<file path="src/rtl/udm_pkg.sv">
// Types and constants shared by the 128-bit divider modules.
package udm_pkg;

  localparam int unsigned WORD_W = 64;
  localparam int unsigned DATA_W = 2 * WORD_W;
  localparam int unsigned CNT_W  = $clog2(DATA_W);

  localparam logic [CNT_W-1:0] LAST_STEP = CNT_W'(DATA_W - 1);

  typedef struct packed {
    logic load;
    logic step;
    logic capture;
  } udm_cmd_t;

  typedef struct packed {
    logic div_zero;
  } udm_sts_t;

endpackage

</file>
<file path="src/rtl/udm_in_if.sv">
// Input channel of the divider: dividend and divisor halves with valid and ready.
interface udm_in_if;
  import udm_pkg::*;

  logic              valid;
  logic              ready;
  logic [WORD_W-1:0] dividend_high;
  logic [WORD_W-1:0] dividend_low;
  logic [WORD_W-1:0] divisor_high;
  logic [WORD_W-1:0] divisor_low;

  modport source (
    output valid, dividend_high, dividend_low, divisor_high, divisor_low,
    input  ready
  );

  modport sink (
    input  valid, dividend_high, dividend_low, divisor_high, divisor_low,
    output ready
  );

endinterface

</file>
<file path="src/rtl/udm_out_if.sv">
// Output channel of the divider: quotient, remainder and flag with valid and ready.
interface udm_out_if;
  import udm_pkg::*;

  logic              valid;
  logic              ready;
  logic [WORD_W-1:0] quotient_high;
  logic [WORD_W-1:0] quotient_low;
  logic [WORD_W-1:0] remainder_high;
  logic [WORD_W-1:0] remainder_low;
  logic              divide_by_zero;

  modport source (
    output valid, quotient_high, quotient_low, remainder_high, remainder_low,
           divide_by_zero,
    input  ready
  );

  modport sink (
    input  valid, quotient_high, quotient_low, remainder_high, remainder_low,
           divide_by_zero,
    output ready
  );

endinterface

</file>
<file path="src/rtl/udivmod_128_core.sv">
// Top level of the unsigned 128-bit divider with remainder.
// An input transfer is loaded and followed by 128 serial shift-subtract steps of the single
// 130-bit subtractor and a capture into the result register; a zero divisor skips the steps.
// A new item is taken only after the result of the last one has been captured.
// The result register holds a finished result while the next item is taken.
// Reset is asynchronous and active low; it clears the controller and the valid flags.
module udivmod_128_core (
  input  logic            clk_i,
  input  logic            rst_ni,
  udm_in_if.sink          in_i,
  udm_out_if.source       out_o
);
  import udm_pkg::*;

  udm_cmd_t          cmd;
  udm_sts_t          sts;
  logic [DATA_W-1:0] quotient;
  logic [DATA_W-1:0] remainder;
  logic              div_zero;

  udm_ctrl u_ctrl (
    .clk_i       (clk_i),
    .rst_ni      (rst_ni),
    .in_valid_i  (in_i.valid),
    .in_ready_o  (in_i.ready),
    .out_valid_o (out_o.valid),
    .out_ready_i (out_o.ready),
    .sts_i       (sts),
    .cmd_o       (cmd)
  );

  udm_dp u_dp (
    .clk_i       (clk_i),
    .rst_ni      (rst_ni),
    .cmd_i       (cmd),
    .sts_o       (sts),
    .dividend_i  ({in_i.dividend_high, in_i.dividend_low}),
    .divisor_i   ({in_i.divisor_high, in_i.divisor_low}),
    .quotient_o  (quotient),
    .remainder_o (remainder),
    .div_zero_o  (div_zero)
  );

  assign out_o.quotient_high  = quotient[DATA_W-1:WORD_W];
  assign out_o.quotient_low   = quotient[WORD_W-1:0];
  assign out_o.remainder_high = remainder[DATA_W-1:WORD_W];
  assign out_o.remainder_low  = remainder[WORD_W-1:0];
  assign out_o.divide_by_zero = div_zero;

endmodule

</file>
<file path="src/rtl/udm_dp.sv">
// Datapath of the divider: restoring shift-subtract registers and the result register.
module udm_dp (
  input  logic                      clk_i,
  input  logic                      rst_ni,
  input  udm_pkg::udm_cmd_t         cmd_i,
  output udm_pkg::udm_sts_t         sts_o,
  input  logic [udm_pkg::DATA_W-1:0] dividend_i,
  input  logic [udm_pkg::DATA_W-1:0] divisor_i,
  output logic [udm_pkg::DATA_W-1:0] quotient_o,
  output logic [udm_pkg::DATA_W-1:0] remainder_o,
  output logic                      div_zero_o
);
  import udm_pkg::*;

  logic [DATA_W-1:0] rem_q, rem_d;
  logic [DATA_W-1:0] nq_q, nq_d;
  logic [DATA_W-1:0] div_q, div_d;
  logic              dz_q, dz_d;
  logic [DATA_W-1:0] quo_out_q;
  logic [DATA_W-1:0] rem_out_q;
  logic              dz_out_q;

  logic [DATA_W:0]   shifted;
  logic [DATA_W+1:0] diff;
  logic              take;

  // The partial remainder grows to one bit more than the operands before the subtract.
  assign shifted = {rem_q, nq_q[DATA_W-1]};
  assign diff    = {1'b0, shifted} - {2'b00, div_q};
  assign take    = ~diff[DATA_W+1];

  always_comb begin
    rem_d = rem_q;
    nq_d  = nq_q;
    div_d = div_q;
    dz_d  = dz_q;
    if (cmd_i.load) begin
      rem_d = '0;
      nq_d  = dividend_i;
      div_d = divisor_i;
      dz_d  = (divisor_i == '0);
    end else if (cmd_i.step) begin
      rem_d = take ? diff[DATA_W-1:0] : shifted[DATA_W-1:0];
      nq_d  = {nq_q[DATA_W-2:0], take};
    end
  end

  always_ff @(posedge clk_i or negedge rst_ni) begin
    if (!rst_ni) begin
      dz_q <= 1'b0;
    end else begin
      dz_q <= dz_d;
    end
  end

  always_ff @(posedge clk_i) begin
    rem_q <= rem_d;
    nq_q  <= nq_d;
    div_q <= div_d;
    if (cmd_i.capture) begin
      if (dz_q) begin
        quo_out_q <= '1;
        rem_out_q <= {{WORD_W{1'b0}}, {WORD_W{1'b1}}};
      end else begin
        quo_out_q <= nq_q;
        rem_out_q <= rem_q;
      end
      dz_out_q <= dz_q;
    end
  end

  assign sts_o.div_zero = dz_q;
  assign quotient_o     = quo_out_q;
  assign remainder_o    = rem_out_q;
  assign div_zero_o     = dz_out_q;

endmodule

</file>
<file path="src/rtl/udm_ctrl.sv">
// Controller of the divider: sequences load, 128 steps and the result transfer.
module udm_ctrl (
  input  logic              clk_i,
  input  logic              rst_ni,
  input  logic              in_valid_i,
  output logic              in_ready_o,
  output logic              out_valid_o,
  input  logic              out_ready_i,
  input  udm_pkg::udm_sts_t sts_i,
  output udm_pkg::udm_cmd_t cmd_o
);
  import udm_pkg::*;

  typedef enum logic [1:0] {
    ST_IDLE,
    ST_RUN,
    ST_FINISH
  } state_e;

  state_e           state_q;
  logic [CNT_W-1:0] cnt_q;
  logic             in_ready_q;
  logic             out_valid_q;

  always_comb begin
    cmd_o.load    = (state_q == ST_IDLE) && in_valid_i && in_ready_q;
    cmd_o.step    = (state_q == ST_RUN) && !sts_i.div_zero;
    cmd_o.capture = (state_q == ST_FINISH) && (!out_valid_q || out_ready_i);
  end

  always_ff @(posedge clk_i or negedge rst_ni) begin
    if (!rst_ni) begin
      state_q     <= ST_IDLE;
      cnt_q       <= '0;
      in_ready_q  <= 1'b1;
      out_valid_q <= 1'b0;
    end else begin
      if (cmd_o.capture) begin
        out_valid_q <= 1'b1;
      end else if (out_valid_q && out_ready_i) begin
        out_valid_q <= 1'b0;
      end
      case (state_q)
        ST_IDLE: begin
          if (cmd_o.load) begin
            state_q    <= ST_RUN;
            cnt_q      <= '0;
            in_ready_q <= 1'b0;
          end
        end
        ST_RUN: begin
          // A zero divisor needs no steps, its result is fixed.
          if (sts_i.div_zero || cnt_q == LAST_STEP) begin
            state_q <= ST_FINISH;
          end
          cnt_q <= cnt_q + 1'b1;
        end
        ST_FINISH: begin
          if (cmd_o.capture) begin
            state_q    <= ST_IDLE;
            in_ready_q <= 1'b1;
          end
        end
        default: begin
          state_q    <= ST_IDLE;
          in_ready_q <= 1'b1;
        end
      endcase
    end
  end

  assign in_ready_o  = in_ready_q;
  assign out_valid_o = out_valid_q;

endmodule

</file>
<file path="src/flat_wrapper.sv">
// flat-port wrapper written by rule: the top's interface ports become plain ports
module udivmod_128_core_flat import udm_pkg::*;
  (clk_i, rst_ni, in_i_valid, in_i_dividend_high, in_i_dividend_low, in_i_divisor_high, in_i_divisor_low, in_i_ready, out_o_valid, out_o_quotient_high, out_o_quotient_low, out_o_remainder_high, out_o_remainder_low, out_o_divide_by_zero, out_o_ready);
  udm_in_if in_i_i ();
  udm_out_if out_o_i ();
  input  logic clk_i;
  input  logic rst_ni;
  input wire logic [$bits(in_i_i.valid)-1:0] in_i_valid;
  input wire logic [$bits(in_i_i.dividend_high)-1:0] in_i_dividend_high;
  input wire logic [$bits(in_i_i.dividend_low)-1:0] in_i_dividend_low;
  input wire logic [$bits(in_i_i.divisor_high)-1:0] in_i_divisor_high;
  input wire logic [$bits(in_i_i.divisor_low)-1:0] in_i_divisor_low;
  output wire logic [$bits(in_i_i.ready)-1:0] in_i_ready;
  output wire logic [$bits(out_o_i.valid)-1:0] out_o_valid;
  output wire logic [$bits(out_o_i.quotient_high)-1:0] out_o_quotient_high;
  output wire logic [$bits(out_o_i.quotient_low)-1:0] out_o_quotient_low;
  output wire logic [$bits(out_o_i.remainder_high)-1:0] out_o_remainder_high;
  output wire logic [$bits(out_o_i.remainder_low)-1:0] out_o_remainder_low;
  output wire logic [$bits(out_o_i.divide_by_zero)-1:0] out_o_divide_by_zero;
  input wire logic [$bits(out_o_i.ready)-1:0] out_o_ready;
  assign in_i_i.valid = in_i_valid;
  assign in_i_i.dividend_high = in_i_dividend_high;
  assign in_i_i.dividend_low = in_i_dividend_low;
  assign in_i_i.divisor_high = in_i_divisor_high;
  assign in_i_i.divisor_low = in_i_divisor_low;
  assign in_i_ready = in_i_i.ready;
  assign out_o_valid = out_o_i.valid;
  assign out_o_quotient_high = out_o_i.quotient_high;
  assign out_o_quotient_low = out_o_i.quotient_low;
  assign out_o_remainder_high = out_o_i.remainder_high;
  assign out_o_remainder_low = out_o_i.remainder_low;
  assign out_o_divide_by_zero = out_o_i.divide_by_zero;
  assign out_o_i.ready = out_o_ready;
  udivmod_128_core u_core (.clk_i(clk_i), .rst_ni(rst_ni), .in_i(in_i_i), .out_o(out_o_i));
endmodule
</file>
<file path="config.mk">
export PLATFORM = sky130hd
export DESIGN_NAME = udivmod_128_core_flat
export DESIGN_NICKNAME = d
export VERILOG_FILES = /design/src/rtl/udm_pkg.sv /design/src/rtl/udm_in_if.sv /design/src/rtl/udm_out_if.sv /design/src/rtl/udivmod_128_core.sv /design/src/rtl/udm_dp.sv /design/src/rtl/udm_ctrl.sv /design/src/flat_wrapper.sv
export SDC_FILE = /design/constraint.sdc
export NUM_CORES = 1
export LEC_CHECK = 0
export BUFFER_PORTS_ARGS = -buffer_cell sky130_fd_sc_hd__buf_2
export CORE_MARGIN = 2
export CORE_UTILIZATION = 35
export DETAILED_ROUTE_END_ITERATION = 10
export SLEW_MARGIN = 20
export SYNTH_ARGS = -nofsm -noshare
export SYNTH_HDL_FRONTEND = slang
export SYNTH_SLANG_ARGS = --single-unit
</file>
<file path="constraint.sdc">
create_clock -name clk_i -period 27.3 [get_ports clk_i]
set_clock_uncertainty 0.2 [all_clocks]
set_input_delay 2.73 -clock clk_i [delete_from_list [all_inputs] [get_ports clk_i]]
set_output_delay 2.73 -clock clk_i [all_outputs]
set_load 0.01 [all_outputs]
</file>
==> results of run 1 <==
-- synthesized netlist by cell type (all sizes together) (43+ instances only) --
cell type  instances  area share, %
nand2            596            6.5
edfxtp           513             45
a21oi            325            4.7
nor2             228            2.5
o21ai            205            3.0
or2              199            3.6
inv              179            2.0
clkbuf           134            1.5
ha               129            4.7
dfxtp            128            7.4
nand4             95            1.7
nor2b             74            1.3
xnor2             71            1.8
buf               61           0.95
a211oi            57            1.3
o21bai            50            1.1
nor4              48           0.92
mux2i             47            1.4
nor3              43           0.64
-- power by group through the flow --
stage	registers (uW)	logic, uW	clock network [uW]
finish	1550	2000	1070
floorplan	1500	1500	0
detailed placement	1570	1980	0
global route	1580	2220	1130
CTS	1550	1990	1090
global placement	1560	1970	0
-- cells by family (layout without fill, tap and decap cells) --
kind of cell,count (synthesis),in the layout
compound gates,834,834
fa+ha+maj,130,130
mux,49,49
flops,653,653
simple gates,1381,1381
buf+inv,374,860
xor+xnor,105,105
other cells,0,2
-- final timing paths --
path	from	to	slack [ns]	depth (start not counted)
worst min register to register	u_core.u_ctrl.cnt_q[3]	u_core.u_ctrl.cnt_q[3]	0.28	1
worst max register to register	u_core.u_dp.rem_q[92]	u_core.u_dp.rem_q[119]	21.78	13
worst max-delay path	out_o_ready	u_core.u_dp.quotient_o[68]	21.49	6
min in group asynchronous	rst_ni	u_core.u_ctrl.cnt_q[1]	1.77	1
max in group asynchronous	rst_ni	u_core.u_ctrl.in_ready_o	24.84	1
worst min-delay path	u_core.u_ctrl.cnt_q[3]	u_core.u_ctrl.cnt_q[3]	0.28	1
-- layer usage --
| metal | vias to the layer above | track usage [%] | wire, um |
|---|---|---|---|
| li1 | 13400 | - | - |
| met1 | 13300 | 29.6 | 50500 |
| met2 | 1002 | 34.5 | 51200 |
| met3 | 204 | 4.80 | 8110 |
| met4 | 10 | 8.99 | 4570 |
| met5 | - | 0 | 66 |
-- cell type report --
class	count	area share [%]
clock buffer	89	4.84
sequential	653	44.9
timing repair buffer	542	6.89
antenna	2	0.0123
clock inverter	50	1.57
tap	1287	3.96
inverter	179	1.68
multi-input combinational	2499	36.1
-- registers in the layout (all words and copies together) (netlist names) --
signal / flops
u_core.u_dp.remainder_o: 128
u_core.u_dp.quotient_o: 128
u_core.u_ctrl.in_ready_o: 1
u_core.u_dp.div_q: 128
u_core.u_dp.div_zero_o: 1
u_core.u_dp.rem_q: 128
u_core.u_ctrl.state_q: 2
u_core.u_dp.nq_q: 128
u_core.u_ctrl.cnt_q: 7
u_core.u_dp.sts_o: 1
u_core.u_ctrl.out_valid_o: 1
-- metrics by stage --
stage          instance area (um2)  hold slack, ns
3_5_place_dp                 38100           0.277
3_3_place_gp                 38100           0.271
2_1_floorplan                34400           0.223
4_1_cts                      40700           0.285
5_1_grt                      40700           0.316
6_report                     40700           0.279
==> parameters.txt, run 1 <==
Parameter                              Value

Run status
  Result of the run ... finished, final reports clean

Route
  Drt first-iter violations ... between 2000 and 2500
  Number of nets with antenna violations after detailed routing ... 0
  Routed WL ... 115000 um
  DRC violations left ... 0
  Detail-routed via count per cell ... 5.28
  Total number of vias ... 28000
  DR pass1 iterations ... 5
  Wire length per cell after detailed routing ... between 20 and 25 um

Logic synthesis
  Synth Area in Simple Gates ... about a fifth
  Share of synthesized flip-flops with an asynchronous set or reset ... about 1.8%
  Post-synthesis share of cell area spent on xor and xnor gates ... 2.67%
  Netlist cell types ... 84
  Number of flops mapped to enable cells by yosys ... 513
  Multiplexer fraction of the synthesized cell area ... 1.43%
  Cell count after synthesis ... roughly 3500
  Synthesis Warnings ... 0
  Adder-cell area share of the yosys netlist ... 4.75%
  Main combinational cell family by area after synthesis ... simple AND/OR/NAND/NOR gates
  Synthesized Nets ... ~4000
  Post-synth design cell area ... 0.0344 mm2
  Mean cell area of the mapped netlist ... 9.76 um2
  Compound-cell area share of the yosys netlist ... between 10% and 20%
  Post-synth top flop ... edfxtp_1
  Number of synthesized register bits ... 653
  Fraction of the yosys area taken by sequential cells ... 53.1%

Worst setup path
  Slowest stage cell on the critical path ... buf_4
  Largest delay share family, worst path ... buffers and inverters
  Arrival @ worst endpoint ... 5.89 ns
  Number of buffer and inverter stages on the critical path ... 4
  Crit path kind ... in -> reg
  CP Cell Sequence ... buf_2, nand2b_1, nor3b_2, buf_4, buf_4, buf_4
  Largest stage delay, worst path ... 0.80 ns
  Endpoint required time on the critical path ... 27.39 ns
  Dominant cell type by count on the critical path ... buf_4
  Endpoint kind of the worst setup timing path ... flop
  Critical path launch point type ... primary input
  Highest net fanout along the worst path ... 62

Clock network
  Number of buffers on the longest clock path ... 3
  Resized cells post-CTS ... 0
  TritonCTS buffer count ... 75
  CTS tree ... built
  Clock latency reported for the late side of the worst-skew pair ... 0.66 ns
  Clock root cell ... clkbuf_16
  CTS sink cnt ... 653
  Number of buffers inserted by post-CTS setup repair ... 0
  Depth of the CTS H-tree ... 3
  Clock-pin slew on the worst setup and hold paths ... 0.06 ns
  Number of buffers inserted for hold repair after clock tree synthesis ... 0

Pwr
  IR Drop Worst-Case VDD ... about 0.063 mV
  Part of the power in the clock network ... ~23%
  Combinational power share ... 43.3%
  Total power divided by cell area ... around 110 mW/mm2
  Part of the total power dissipated in sequential elements ... 33.6%
  Switching power share of the total ... 40.0%
  Leak ... 0.0166 uW
  Pint ... 2770 uW
  Sw power ... between 1500 and 2000 uW
  Overall Power ... 4620 uW

Global route
  Global route total overflow ... 0
  Vias in the first global route ... 27000
  Largest net degree at the start of global routing ... 199
  All-layer global routing usage ... 22.0%
  Number of antenna violations at the first check in global routing ... 12
  Global-route wire length before repair ... ~170000 um

Job
  Max-cap viol count ... 0

Cells and area
  Fillers ... between 9000 and 10000
  Most frequent cells in the layout ... 595 x nand2_1, 518 x buf_2, 513 x edfxtp_1
  Layout Cells excl Fill ... 5301
  Area Growth Syn to Fin ... 18.2%
  Most common library cell in the layout ignoring fill and taps ... nand2_1
  Final Core Density ... between 40% and 50%
  Final layout net count ... 4340
  Share of post-route cells with drive strength above 1 ... 21.9%
  Area occupied by multi-input gates ... 0.0147 mm2
  Reg area ... 0.0183 mm2

Timing
  Total count of hold-check failures in the final report ... 0
  Sum of negative setup slack ... 0 ns
  Top achievable clock speed ... 172 MHz
  Setup violations, final ... 0
  Worst slew margin relative to its limit ... 16.4%
  Setup repair after global routing missed its margin ... false
  Pins over their slew limit ... 0
  Final worst-path cycle share ... 21.3%
  Worst-margin pin slew ... 1.25 ns
  Post-layout worst setup margin ... 21.49 ns
  Final critical path time including I/O delays and setup ... 5.81 ns

Place
  Cells after DPL ... 5160
  Number of port buffers ... 518
  Pre-CTS WS ... 20.73 ns
  Dpl hpwl ... 85200 um
  Routability Congestion ... 0.910

Floorplan
  Floorplan row count ... between 100 and 150
  Count of pins on the block boundary ... 519
  Starting Density ... 35.1%
  Core region area ... 0.0980 mm2
  DIE AREA ... just over 0.1 mm2
  Vertical extent of the die ... 318 um
  Die span in x ... 318 um

Min path
  Worst min-delay path class ... reg -> reg
No activity file was read; power rests on OpenSTA's default activity.
==> inputs of run 2 (changes only) <==
- clock period: 27.3 -> 5.8 ns (I/O delays scaled with it)
==> run 2 against run 1 <==
Against the previous run:
- cell count is 4.3% higher
- hold slack worse by 0.22 ns
- clock power increased to 4.5 times the previous value
- first-iteration DRC count is 9.8% higher
- sequential power increased to 4.7 times the previous value
- highest routed layer unchanged
- largest cell class unchanged
==> parameters.txt, run 2 (synthesis gave the netlist of run 1 again) <==
Parameter                              Value

Route
  DRC violations left ... 0 (unchanged)
  Wire length per cell after detailed routing ... 21.5 um (was 21.6 um)
  Drt first-iter violations ... 2650 (was 2414)
  Routed WL ... 119000 um (was 115000 um)
  Number of nets with antenna violations after detailed routing ... 0 (unchanged)
  Detail-routed via count per cell ... 5.32 (was 5.28)
  DR pass1 iterations ... 8 (was 5)
  Total number of vias ... 29400 (was 28000)

Floorplan
  Vertical extent of the die ... 318 um (unchanged)
  Count of pins on the block boundary ... 519 (unchanged)
  Die span in x ... 318 um (unchanged)
  DIE AREA ... 0.101 mm2 (unchanged)
  Core region area ... 0.0980 mm2 (unchanged)
  Starting Density ... 35.1% (unchanged)
  Floorplan row count ... 115 (unchanged)

Cells and area
  Most frequent cells in the layout ... 595 x nand2_1, 518 x buf_2, 513 x edfxtp_1 (unchanged)
  Most common library cell in the layout ignoring fill and taps ... nand2_1 (unchanged)
  Final Core Density ... 43.8% (was 41.5%)
  Area Growth Syn to Fin ... 24.7% (was 18.2%)
  Final layout net count ... 4568 (was 4340)
  Fillers ... 9423 (was 9568)
  Total non-filler cell area in the finished layout ... 0.0429 mm2 (was 0.0407 mm2)
  Share of post-route cells with drive strength above 1 ... 20.9% (was 21.9%)

Worst setup path
  End of the worst register-to-register path ... u_core.u_dp.rem_q[39] (was u_core.u_dp.rem_q[119])
  Highest net fanout along the worst path ... 82 (was 62)
  Arrival @ worst endpoint ... 5.09 ns (was 5.89 ns)
  Endpoint required time on the critical path ... 6.07 ns (was 27.39 ns)
  Crit path kind ... reg -> reg (was in -> reg)
  Reg2reg setup slack ... 0.98 ns (was 21.78 ns)
  Depth of the worst register-to-register path ... 13 (unchanged)
  R2R Path Start ... u_core.u_dp.rem_q[0] (was u_core.u_dp.rem_q[92])
  Critical path launch point type ... flop (was primary input)
  Slowest stage cell on the critical path ... a21o_4 (was buf_4)
  Endpoint kind of the worst setup timing path ... flop (unchanged)
  Largest stage delay, worst path ... 0.72 ns (was 0.80 ns)
  CP Cell Sequence ... ha_1, nor2b_1, o31a_1, o311a_1, a211oi_2, o21ai_1, a32o_1, o211ai_2, a21o_4, buf_4, nor2_1, a21oi_1, a211oi_1 (was buf_2, nand2b_1, nor3b_2, buf_4, buf_4, buf_4)

Clock network
  Depth of the CTS H-tree ... 3 (unchanged)
  Number of buffers inserted for hold repair after clock tree synthesis ... 228 (was 0)
  Clock latency reported for the late side of the worst-skew pair ... 0.66 ns (about the same)
  Number of buffers on the longest clock path ... 3 (unchanged)
  Clock root cell ... clkbuf_16 (unchanged)
  Number of buffers inserted by post-CTS setup repair ... 0 (unchanged)
  Clock-pin slew on the worst setup and hold paths ... 0.06 ns (about the same)
  Resized cells post-CTS ... 0 (unchanged)
  TritonCTS buffer count ... 76 (was 75)
  CTS sink cnt ... 653 (unchanged)
  CTS tree ... built (unchanged)

Pwr
  Leak ... 0.0176 uW (was 0.0166 uW)
  Total power divided by cell area ... 510 mW/mm2 (was 114 mW/mm2)
  IR Drop Worst-Case VDD ... 0.737 mV (was 0.0631 mV)

Place
  Total cell area at the placement stage ... 0.0381 mm2 (about the same)
  Number of port buffers ... 518 (unchanged)
  Dpl hpwl ... 85900 um (was 85200 um)
  Routability Congestion ... 0.948 (was 0.910)
  Pre-CTS WS ... 0.943 ns (was 20.73 ns)

Timing
  Final critical path time including I/O delays and setup ... 4.82 ns
  Worst-case hold slack ... 0.0588 ns (was 0.279 ns)
  Pins over their slew limit ... 0 (unchanged)
  Setup violations, final ... 0 (unchanged)
  Worst-margin pin slew ... 1.32 ns (was 1.25 ns)
  Post-layout worst setup margin ... 0.982 ns (was 21.49 ns)
  Top achievable clock speed ... slightly above 200 MHz
  Setup repair after global routing missed its margin ... false (unchanged)
  Final worst-path cycle share ... 83.1%
  Worst slew margin relative to its limit ... 11.8% (was 16.4%)
  Total count of hold-check failures in the final report ... 0 (unchanged)

Job
  Max-cap viol count ... 0 (unchanged)

Min path
  Terminating pin of the worst hold path ... u_core.u_dp.nq_q[42] (was u_core.u_ctrl.cnt_q[3])
  Number of instances on the worst hold path ... 3 (was 1)
  Worst min-delay path class ... in -> reg (was reg -> reg)
  Hold Startpoint ... in_i_dividend_low[42] (was u_core.u_ctrl.cnt_q[3])

Global route
  Global-route wire length before repair ... 179000 um (was 170000 um)
  Vias in the first global route ... 28700 (was 27000)
  All-layer global routing usage ... 22.9% (was 22.0%)
  Largest net degree at the start of global routing ... 163 (was 199)
  Number of antenna violations at the first check in global routing ... 6 (was 12)
  Global route total overflow ... 0 (unchanged)

Run status
  Result of the run ... finished, final reports clean (unchanged)
run 2: report_power, final:
part	leakage [uW]	total [uW]	internal, uW	switching (uW)
logic	0.0104	9750	3800	5950
registers	0.00597	7280	6460	826
clock network	0.00123	4860	2750	2110
run 2: metrics by stage:
step | setup TNS [ns] | std cells | power (uW)
floorplan | -524.63 | 3526 | 14100
global placement | 0 | 5159 | 16800
detailed placement | 0 | 5159 | 16800
CTS | 0 | 5529 | 21900
global route | 0 | 5529 | 23300
finish | 0 | 5530 | 21900
run 2: worst max-delay path, delay by kind of cell, from the launching register on:
family	cells	cell delay, ns
flip-flops	1	0.42
buffers and inverters	1	0.46
AO/OA/AOI/OAI	9	2.88
AND/OR/NAND/NOR	2	0.23
adder cells (fa/ha/maj)	1	0.26
run 2: worst max-delay path by stage:
stage,from,end,depth (start not counted),slack (ns)
final,u_core.u_dp.rem_q[0],u_core.u_dp.rem_q[39],13,0.98
after global routing,u_core.u_dp.div_q[93],u_core.u_dp.rem_q[124],13,0.61
after CTS,u_core.u_dp.div_q[93],u_core.u_dp.rem_q[124],13,0.93
after detailed placement,u_core.u_dp.div_q[93],u_core.u_dp.rem_q[124],13,0.94
after global placement,u_core.u_dp.div_q[93],u_core.u_dp.rem_q[124],13,1.07
after floorplan,out_o_ready,u_core.u_dp.div_zero_o,2,-2.04
run 2: metal layers:
metal | global-route usage (%) | part of all wire [%]
met1 | 31.2 | 45
met2 | 37.5 | 46
met3 | 3.36 | 6.0
met4 | 7.54 | 3.1
met5 | 0 | 0.012
run 2: area by class of cell:
type	count	area, um2	share of cell area [%]
Sequential cell	653	18300	42.6
Clock inverter	42	475	1.11
Tap cell	1287	1610	3.75
Inverter	179	684	1.59
Clock buffer	100	2060	4.81
Timing Repair Buffer	769	5110	11.9
Antenna cell	1	2.50	0.00583
Multi-Input combinational cell	2499	14700	34.3
